`src/rtl/core/assert_macros.svh`:
```
// Assertion macros for the RTL of the compass heading block.
`ifndef ASSERT_MACROS_SVH
`define ASSERT_MACROS_SVH
`ifndef SYNTHESIS
// Checked property, disabled while reset is asserted.
`define CHD_ASSERT(lbl, clk, rstn, prop, msg) \
    lbl: assert property (@(posedge clk) disable iff (!rstn) (prop)) else $error(msg);
// Checked property that stays live through reset.
`define CHD_ASSERT_RST(lbl, clk, prop, msg) \
    lbl: assert property (@(posedge clk) (prop)) else $error(msg);
`else
`define CHD_ASSERT(lbl, clk, rstn, prop, msg)
`define CHD_ASSERT_RST(lbl, clk, prop, msg)
`endif
`endif

```
`src/rtl/core/chd_pkg.sv`:
```
// Constants and the arctangent table for the compass heading CORDIC.
`timescale 1ns / 1ps

package chd_pkg;

    // Angle accumulator: degrees with this many fraction bits.
    localparam int ZFRAC = 20;
    localparam int ZW = 32;

    // Raw axis words and the fixed prescale (a left shift by 12).
    localparam int RAW_W = 16;
    localparam int PRESCALE_SHIFT = 12;
    // Sign-extended axis width: two bits extra, so that negating -32768 fits.
    localparam int AXIS_W = RAW_W + 2;
    // CORDIC x/y width: prescaled value plus room for the CORDIC gain.
    localparam int CW = AXIS_W + PRESCALE_SHIFT + 2;

    localparam int TABLE_LEN = 24;

    // Fraction bits of the heading and the declination. The 17-bit field
    // widths below are sized for this value.
    localparam int ANGLE_FRAC_BITS = 8;

    // Declination register.
    localparam int DEC_W = 17;
    localparam logic signed [DEC_W-1:0] DEC_RESET = -17'sd98;

    // Heading output field and stream widths.
    localparam int HEAD_W = 17;
    localparam int S_TDATA_W = 32;
    localparam int M_TDATA_W = 24;

    // 180 degrees in the accumulator format.
    localparam logic signed [ZW-1:0] Z_180 = 32'sd188743680;

    // atan(2^-i) in degrees, 20 fraction bits, rounded to nearest.
    localparam logic signed [ZW-1:0] ATAN_TABLE [TABLE_LEN] = '{
        32'sd47185920, 32'sd27855475, 32'sd14718068, 32'sd7471121,
        32'sd3750058,  32'sd1876857,  32'sd938658,   32'sd469357,
        32'sd234682,   32'sd117342,   32'sd58671,    32'sd29335,
        32'sd14668,    32'sd7334,     32'sd3667,     32'sd1833,
        32'sd917,      32'sd458,      32'sd229,      32'sd115,
        32'sd57,       32'sd29,       32'sd14,       32'sd7
    };

endpackage

```
`src/rtl/core/compass_heading_atan2.sv`:
```
// Top level of the compass heading block: pipelined CORDIC atan2 plus declination.
`timescale 1ns / 1ps
`include "assert_macros.svh"

// The block turns one magnetometer sample into a compass heading.
// The slave channel carries the raw X word in s_tdata[15:0] and the raw Y
// word in s_tdata[31:16], both 16-bit two's complement. The master channel
// returns the heading in m_tdata[16:0], degrees with 8 fraction bits,
// wrapped into 0 to 360 degrees. Exactly one result leaves for every
// input transfer, in order.
// The declination is written through cfg_wr_en / cfg_wr_data at any edge
// where cfg_wr_en is high; it should only change while no sample is in flight.
// Values beyond +/-180 degrees are saturated before use.
// From the input transfer to m_tvalid a sample passes one input stage, one
// stage per CORDIC iteration, a rounding stage, a declination add stage and
// a wrap stage. Throughput is one sample per cycle until the pipeline fills.
// Every stage has its own valid bit and loads when it is empty or when the
// stage after it moves, so bubbles close up while the receiver stalls and
// s_tready only drops once every stage holds a sample. Synchronous reset
// (aresetn low) empties the pipeline and returns the declination to its
// reset value of -98 (about -0.383 degrees).
module compass_heading_atan2 #(
    parameter int CORDIC_STAGES   = 16
) (
    input  logic                              aclk,
    input  logic                              aresetn,
    // Declination register write port.
    input  logic                              cfg_wr_en,
    input  logic [chd_pkg::DEC_W-1:0]         cfg_wr_data,
    // Sample input stream.
    input  logic                              s_tvalid,
    output logic                              s_tready,
    input  logic [chd_pkg::S_TDATA_W-1:0]     s_tdata,   // x_raw_word, y_raw_word
    // Heading output stream.
    output logic                              m_tvalid,
    input  logic                              m_tready,
    output logic [chd_pkg::M_TDATA_W-1:0]     m_tdata    // heading_degrees, zero pad
);

    localparam int NSTG = (CORDIC_STAGES > chd_pkg::TABLE_LEN) ?
                          chd_pkg::TABLE_LEN : CORDIC_STAGES;
    localparam int CW   = chd_pkg::CW;
    localparam int ZW   = chd_pkg::ZW;
    localparam int AW   = chd_pkg::AXIS_W;
    localparam int DROP = chd_pkg::ZFRAC - chd_pkg::ANGLE_FRAC_BITS;
    // Heading arithmetic width: covers +/-720 degrees and the declination field.
    localparam int HW   = chd_pkg::ANGLE_FRAC_BITS + 14;

    localparam logic signed [ZW-1:0] ROUND_BIAS = ZW'(64'sd1 <<< (DROP - 1));
    localparam logic signed [HW-1:0] HALF_A = HW'(64'sd180 <<< chd_pkg::ANGLE_FRAC_BITS);
    localparam logic signed [HW-1:0] FULL_A = HW'(64'sd360 <<< chd_pkg::ANGLE_FRAC_BITS);

    // Stage registers of the CORDIC section: index 0 is the input stage.
    logic signed [CW-1:0] x_reg    [NSTG+1];
    logic signed [CW-1:0] y_reg    [NSTG+1];
    logic signed [ZW-1:0] z_reg    [NSTG+1];
    logic                 zero_reg [NSTG+1];
    logic                 vld_reg  [NSTG+1];
    logic                 en       [NSTG+1];

    logic signed [chd_pkg::DEC_W-1:0] dec_reg;
    logic signed [HW-1:0]             dec_sat_reg;
    logic signed [HW-1:0]             dec_ext;
    logic signed [HW-1:0]             dec_sat_next;

    logic                 rnd_valid_reg;
    logic signed [HW-1:0] rnd_ang_reg;
    logic                 sum_valid_reg;
    logic signed [HW-1:0] sum_reg;
    logic                 out_valid_reg;
    logic signed [HW-1:0] out_h_reg;

    logic rnd_en;
    logic sum_en;
    logic out_en;

    // Input conversion.
    logic signed [AW-1:0] x_in;
    logic signed [AW-1:0] y_in;
    logic signed [AW-1:0] x_rot;
    logic signed [AW-1:0] y_rot;
    logic signed [ZW-1:0] z_start;
    logic                 zero_in;

    // Rounding and wrap.
    logic signed [ZW-1:0] ang_biased;
    logic signed [ZW-1:0] ang_shifted;
    logic signed [HW-1:0] h_minus;
    logic signed [HW-1:0] h_plus;
    logic signed [HW-1:0] h_next;

    // Handshake chain: a stage loads when it is empty or the next one moves.
    assign out_en = !out_valid_reg || m_tready;
    assign sum_en = !sum_valid_reg || out_en;
    assign rnd_en = !rnd_valid_reg || sum_en;
    assign en[NSTG] = !vld_reg[NSTG] || rnd_en;

    for (genvar k = 0; k < NSTG; k++) begin : g_en
        assign en[k] = !vld_reg[k] || en[k+1];
    end

    assign s_tready = en[0];

    // Declination register and its saturated copy.
    always_ff @(posedge aclk) begin
        if (!aresetn) begin
            dec_reg <= chd_pkg::DEC_RESET;
        end else if (cfg_wr_en) begin
            dec_reg <= cfg_wr_data;
        end
    end

    always_comb begin
        dec_ext = {{(HW - chd_pkg::DEC_W){dec_reg[chd_pkg::DEC_W-1]}}, dec_reg};
        if (dec_ext > HALF_A) begin
            dec_sat_next = HALF_A;
        end else if (dec_ext < -HALF_A) begin
            dec_sat_next = -HALF_A;
        end else begin
            dec_sat_next = dec_ext;
        end
    end

    always_ff @(posedge aclk) begin
        dec_sat_reg <= dec_sat_next;
    end

    // Input stage: sign conversion, turn by 180 degrees for negative X,
    // prescale by 4096.
    always_comb begin
        x_in    = {{(AW - chd_pkg::RAW_W){s_tdata[15]}}, s_tdata[15:0]};
        y_in    = {{(AW - chd_pkg::RAW_W){s_tdata[31]}}, s_tdata[31:16]};
        zero_in = (s_tdata[15:0] == '0) && (s_tdata[31:16] == '0);
        if (s_tdata[15]) begin
            x_rot   = -x_in;
            y_rot   = -y_in;
            z_start = s_tdata[31] ? -chd_pkg::Z_180 : chd_pkg::Z_180;
        end else begin
            x_rot   = x_in;
            y_rot   = y_in;
            z_start = '0;
        end
    end

    always_ff @(posedge aclk) begin
        if (!aresetn) begin
            vld_reg[0] <= 1'b0;
        end else if (en[0]) begin
            vld_reg[0] <= s_tvalid;
        end
    end

    always_ff @(posedge aclk) begin
        if (en[0] && s_tvalid) begin
            x_reg[0]    <= {{(CW - AW - chd_pkg::PRESCALE_SHIFT){x_rot[AW-1]}},
                            x_rot, {chd_pkg::PRESCALE_SHIFT{1'b0}}};
            y_reg[0]    <= {{(CW - AW - chd_pkg::PRESCALE_SHIFT){y_rot[AW-1]}},
                            y_rot, {chd_pkg::PRESCALE_SHIFT{1'b0}}};
            z_reg[0]    <= z_start;
            zero_reg[0] <= zero_in;
        end
    end

    // One vectoring CORDIC iteration per stage.
    for (genvar i = 0; i < NSTG; i++) begin : g_stage
        logic signed [CW-1:0] xs;
        logic signed [CW-1:0] ys;
        logic                 rot_pos;

        always_comb begin
            xs      = x_reg[i] >>> i;
            ys      = y_reg[i] >>> i;
            rot_pos = (y_reg[i] > 0);
        end

        always_ff @(posedge aclk) begin
            if (!aresetn) begin
                vld_reg[i+1] <= 1'b0;
            end else if (en[i+1]) begin
                vld_reg[i+1] <= vld_reg[i];
            end
        end

        always_ff @(posedge aclk) begin
            if (en[i+1] && vld_reg[i]) begin
                if (rot_pos) begin
                    x_reg[i+1] <= x_reg[i] + ys;
                    y_reg[i+1] <= y_reg[i] - xs;
                    z_reg[i+1] <= z_reg[i] + chd_pkg::ATAN_TABLE[i];
                end else begin
                    x_reg[i+1] <= x_reg[i] - ys;
                    y_reg[i+1] <= y_reg[i] + xs;
                    z_reg[i+1] <= z_reg[i] - chd_pkg::ATAN_TABLE[i];
                end
                zero_reg[i+1] <= zero_reg[i];
            end
        end
    end

    // Rounding stage: half up to the output fraction; a zero vector gives 0.
    always_comb begin
        ang_biased  = z_reg[NSTG] + ROUND_BIAS;
        ang_shifted = ang_biased >>> DROP;
    end

    always_ff @(posedge aclk) begin
        if (!aresetn) begin
            rnd_valid_reg <= 1'b0;
        end else if (rnd_en) begin
            rnd_valid_reg <= vld_reg[NSTG];
        end
    end

    always_ff @(posedge aclk) begin
        if (rnd_en && vld_reg[NSTG]) begin
            rnd_ang_reg <= zero_reg[NSTG] ? '0 : HW'(ang_shifted);
        end
    end

    // Declination add stage.
    always_ff @(posedge aclk) begin
        if (!aresetn) begin
            sum_valid_reg <= 1'b0;
        end else if (sum_en) begin
            sum_valid_reg <= rnd_valid_reg;
        end
    end

    always_ff @(posedge aclk) begin
        if (sum_en && rnd_valid_reg) begin
            sum_reg <= rnd_ang_reg + dec_sat_reg;
        end
    end

    // Wrap stage: both corrections are formed in parallel, then selected
    // and clamped to 0..360 degrees.
    always_comb begin
        h_minus = sum_reg - FULL_A;
        h_plus  = sum_reg + FULL_A;
        if (sum_reg > FULL_A) begin
            h_next = h_minus;
        end else if (sum_reg < 0) begin
            h_next = (h_plus < 0) ? '0 : h_plus;
        end else begin
            h_next = sum_reg;
        end
        if (h_next > FULL_A) begin
            h_next = FULL_A;
        end
    end

    always_ff @(posedge aclk) begin
        if (!aresetn) begin
            out_valid_reg <= 1'b0;
        end else if (out_en) begin
            out_valid_reg <= sum_valid_reg;
        end
    end

    always_ff @(posedge aclk) begin
        if (out_en && sum_valid_reg) begin
            out_h_reg <= h_next;
        end
    end

    assign m_tvalid = out_valid_reg;
    assign m_tdata  = {{(chd_pkg::M_TDATA_W - chd_pkg::HEAD_W){1'b0}},
                       out_h_reg[chd_pkg::HEAD_W-1:0]};

    // A cycle of reset leaves the output channel empty.
    `CHD_ASSERT_RST(a_reset_empties, aclk, !aresetn |=> !m_tvalid, "output valid after reset")
    // The input only stalls when the whole pipeline is full behind a stalled output.
    `CHD_ASSERT(a_stall_source, aclk, aresetn, !s_tready |-> (m_tvalid && !m_tready), "input stalled without output backpressure")
    // A delivered heading always lies within 0 to 360 degrees.
    `CHD_ASSERT(a_heading_range, aclk, aresetn, m_tvalid |-> (out_h_reg >= 0 && out_h_reg <= FULL_A), "heading out of range")

endmodule

```
`config.mk`:
```
export PLATFORM = sky130hd
export DESIGN_NAME = compass_heading_atan2
export DESIGN_NICKNAME = d
export VERILOG_FILES = /design/src/rtl/core/chd_pkg.sv /design/src/rtl/core/compass_heading_atan2.sv
export VERILOG_INCLUDE_DIRS = /design/src /design/src/rtl/core
export SDC_FILE = /design/constraint.sdc
export NUM_CORES = 2
export LEC_CHECK = 0
export ABC_AREA = 1
export BUFFER_PORTS_ARGS = -buffer_cell sky130_fd_sc_hd__buf_2
export CAP_MARGIN = 20
export CELL_PAD_IN_SITES_DETAIL_PLACEMENT = 1
export CELL_PAD_IN_SITES_GLOBAL_PLACEMENT = 1
export CORE_UTILIZATION = 46
export DETAILED_ROUTE_END_ITERATION = 8
export GPL_TIMING_DRIVEN = 0
export PLACE_DENSITY_LB_ADDON = 0.05
export RECOVER_POWER = 100
export SYNTH_ARGS = -nofsm -noshare
export SYNTH_HDL_FRONTEND = slang
export SYNTH_SLANG_ARGS = --single-unit
```
`constraint.sdc`:
```
create_clock -name aclk -period 12.4 [get_ports aclk]
set_clock_uncertainty 0.15 [all_clocks]
set_input_delay 3.72 -clock aclk [delete_from_list [all_inputs] [get_ports aclk]]
set_output_delay 3.72 -clock aclk [all_outputs]
set_load 0.05 [all_outputs]
```
==> key figures <==
Drt
  – Met1 WL: 168,200 µm
  – Metal3 WL: 11,100 µm
  – DRT Pass-1 Iters: 5
  – Iter 0 DRT Violations: 5,049
  – Met2 WL: 176,600 µm
  – DR vias/cell: 5.493
  – WL per Instance: 20.23 µm
  – Final ANT Viol Nets: 0
  – Routed WL: 364,200 µm
  – Top Layer Used: met4
  – Via count: 98.90k
  – Residual DRC: 0

Timing
  – FMAX: 88.16 MHz
  – Hold slack: 0.2592 ns
  – Max-slew violations: 834
  – Relative slew slack: -169.9%
  – Final setup vio count: 0
  – Tmin final: 11.34 ns
  – Period utilization: 91.47%
  – Setup TNS: 0 ns
  – Slew @ Worst Pin: 4.049 ns
  – Fin. Hold Viols: 0
  – RSZ-0062 raised after global routing: no

Clocking
  – Post-CTS Resized: 0
  – Htree depth: 4
  – Hold buffer count at CTS: 0
  – CTS tree: yes
  – Clk Latency, worst-skew pair: 0.88 ns
  – Cts bufs inserted: 181
  – Clock tree sinks: 1,445
  – Root Driver: clkbuf_16
  – Worst-path clk slew: 0.06 ns
  – Post-CTS Setup Inserts: 0
  – CTS Buffer Depth: 4

Cells and area
  – Largest register FFs: 455
  – Final instance area: 130,200 µm²
  – Nets: 15.87k
  – Syn-to-layout area delta: 8.925%
  – Fraction of layout cells with a size suffix above 1: 3.243%

Die
  – Core Region: 257,600 µm²
  – Ports: 80
  – Die Y-Extent: 511.8 µm
  – Die X: 511.8 µm
  – Row count: 186
  – Initial Utilization: 46.41%
  – Full die area: 261,900 µm²

Status
  – Status: finished, violations left
  – Failing checks: max-capacitance violations, max-slew violations

Setup path
  – CP Capture Type: output port
  – Worst path arrival time: 7.47 ns
  – Worst Path Required: 8.53 ns
  – Reg-to-Reg End: y_reg[7][29]
  – CP Max Fanout: 4
  – Reg2reg path depth: 25
  – Worst reg2reg setup slack: 3.85 ns
  – Critical Setup Path Class: in2out
  – Reg2reg start: m_tvalid
  – Critical path launch point type: primary input

Synth
  – Post-Syn Area: 119,600 µm²
  – Synth Instances: 14.19k
  – Post-synth EDFFs: 1,407
  – Area share of the largest cell type after synthesis: 35.34%
  – Mapped Avg Cell Area: 8.424 µm²
  – FFs w/ async S/R, synth: 0%
  – #FFs+latches synth: 1,445
  – Yosys warns: 0
  – Sequential area share after synthesis: 35.98%
  – Count leader, synth: nand2_1
  – Post-synth top area cell: edfxtp_1
  – Synth area leaders: edfxtp_1 35%, ha_1 14%, xor2_1 10%
  – Synth unique cells: 69
  – Most common flop cell mapped by yosys: edfxtp_1
  – Most instantiated cells after synthesis: 2,467 x nand2_1, 1,976 x inv_1, 1,407 x edfxtp_1

Global route
  – Initial antenna violation count: 4
  – GRT overflow: 0
  – First-pass GRT wire length: 576,100 µm
  – Pin count of the biggest net entering global routing: 77
  – Vias in the first global route: 103.9k
  – Total track usage: 27.32%

Worst hold path
  – Worst Hold End: zero_reg[5]
  – HP Class: reg2reg
  – Hold depth: 0
  – Min-delay src: zero_reg[4]

Place
  – Dpl cell area: 124,800 µm²
  – DP HPWL: 302,200 µm
  – Port bufs: 71
  – Routability Congestion: 0.9346

Job
  – Max-cap viol count: 22

Power and ir drop
  – Peak VDD IR: 0.1099 mV
  – Power Total: 12,160 µW
  – Leak Pwr: 0.06063 µW
  – Power Dens Cells: 93.35 nW/µm²
[layer usage]
layer	global-route usage, %	up-vias
met5	0	-
met4	6.222	0
met3	2.461	425
met2	47.96	1315
met1	36.18	48220
li1	-	48930
[how the worst max path moves through the flow]
stage / cells past startpoint / start / to
after floorplan: 25 / m_tready / y_reg[11][30]
after global placement: 23 / m_tready / y_reg[11][31]
after detailed placement: 29 / m_tready / y_reg[9][30]
after CTS: 16 / m_tready / s_tready
after global routing: 23 / m_tready / z_reg[15][30]
final: 16 / m_tready / s_tready
[layout by cell type (no fill, tap or decap), types with 106 or more instances in the layout]
cell       synthesis  layout
nor3_1           275     275
nand2_1         2467    2473
clkbuf_1          60     156
xor2_1          1389    1389
a31oi_1          177     177
xnor2_1          387     387
ha_1            1293    1293
a21boi_0          75     168
a21oi_1         1343    1343
inv_1           1976    1973
o21ai_0          686     777
nand3_1          312     317
nand4_1          122     126
clkbuf_16          0     183
edfxtp_1        1407    1407
nor2_1          1097    1099
a21o_1           106     106
[power by group]
part | internal [µW] | total, µW | switching [µW] | leakage [µW]
registers | 5450 | 5540 | 85.3 | 0.0131
clock network | 3200 | 5370 | 2170 | 0.00285
logic | 438 | 1250 | 810 | 0.0447
[logic make-up after synthesis]
kind of cell | share of synthesized area, %
buffers and inverters | 6.724
other | 0.003137
flip-flops | 35.98
XOR/XNOR | 13.02
AO/OA/AOI/OAI | 14.27
AND/OR/NAND/NOR | 15.80
adder cells (fa/ha/maj) | 14.20
[area by class of cell]
class / instances / area [µm²]
fill: 30740 / 127400
antenna: 1 / 2.502
inverter: 1992 / 7496
buffer: 115 / 491.7
multi-input combinational: 10650 / 68400
timing repair buffer: 101 / 663.1
tap: 3384 / 4234
clock buffer: 206 / 4666
sequential: 1445 / 43010
clock inverter: 112 / 1260
[worst max-delay path, stage by stage]
cell and delay, ns:
clkbuf_1 0.12, inv_1 0.11, nand4_1 0.17, nor2_1 0.24, nand4_1 0.48, nor2_1 0.60, nand4_1 0.31, nor2_4 0.31
nand3_4 0.18, clkinvlp_2 0.21, nand4_4 0.15, clkinvlp_2 0.21, nand3_2 0.09, inv_1 0.08, nand2_1 0.18, buf_2 0.28
[through the flow]
step	util, %	setup WS (ns)	std cells
6_report	50.55	1.057	18000
5_1_grt	50.55	0.8334	18000
4_1_cts	50.75	2.028	18000
3_5_place_dp	48.45	1.123	17680
3_3_place_gp	48.20	-4.391	17650
2_1_floorplan	-	0.07250	14200
Note: power is estimated with default switching activity, not from simulation.
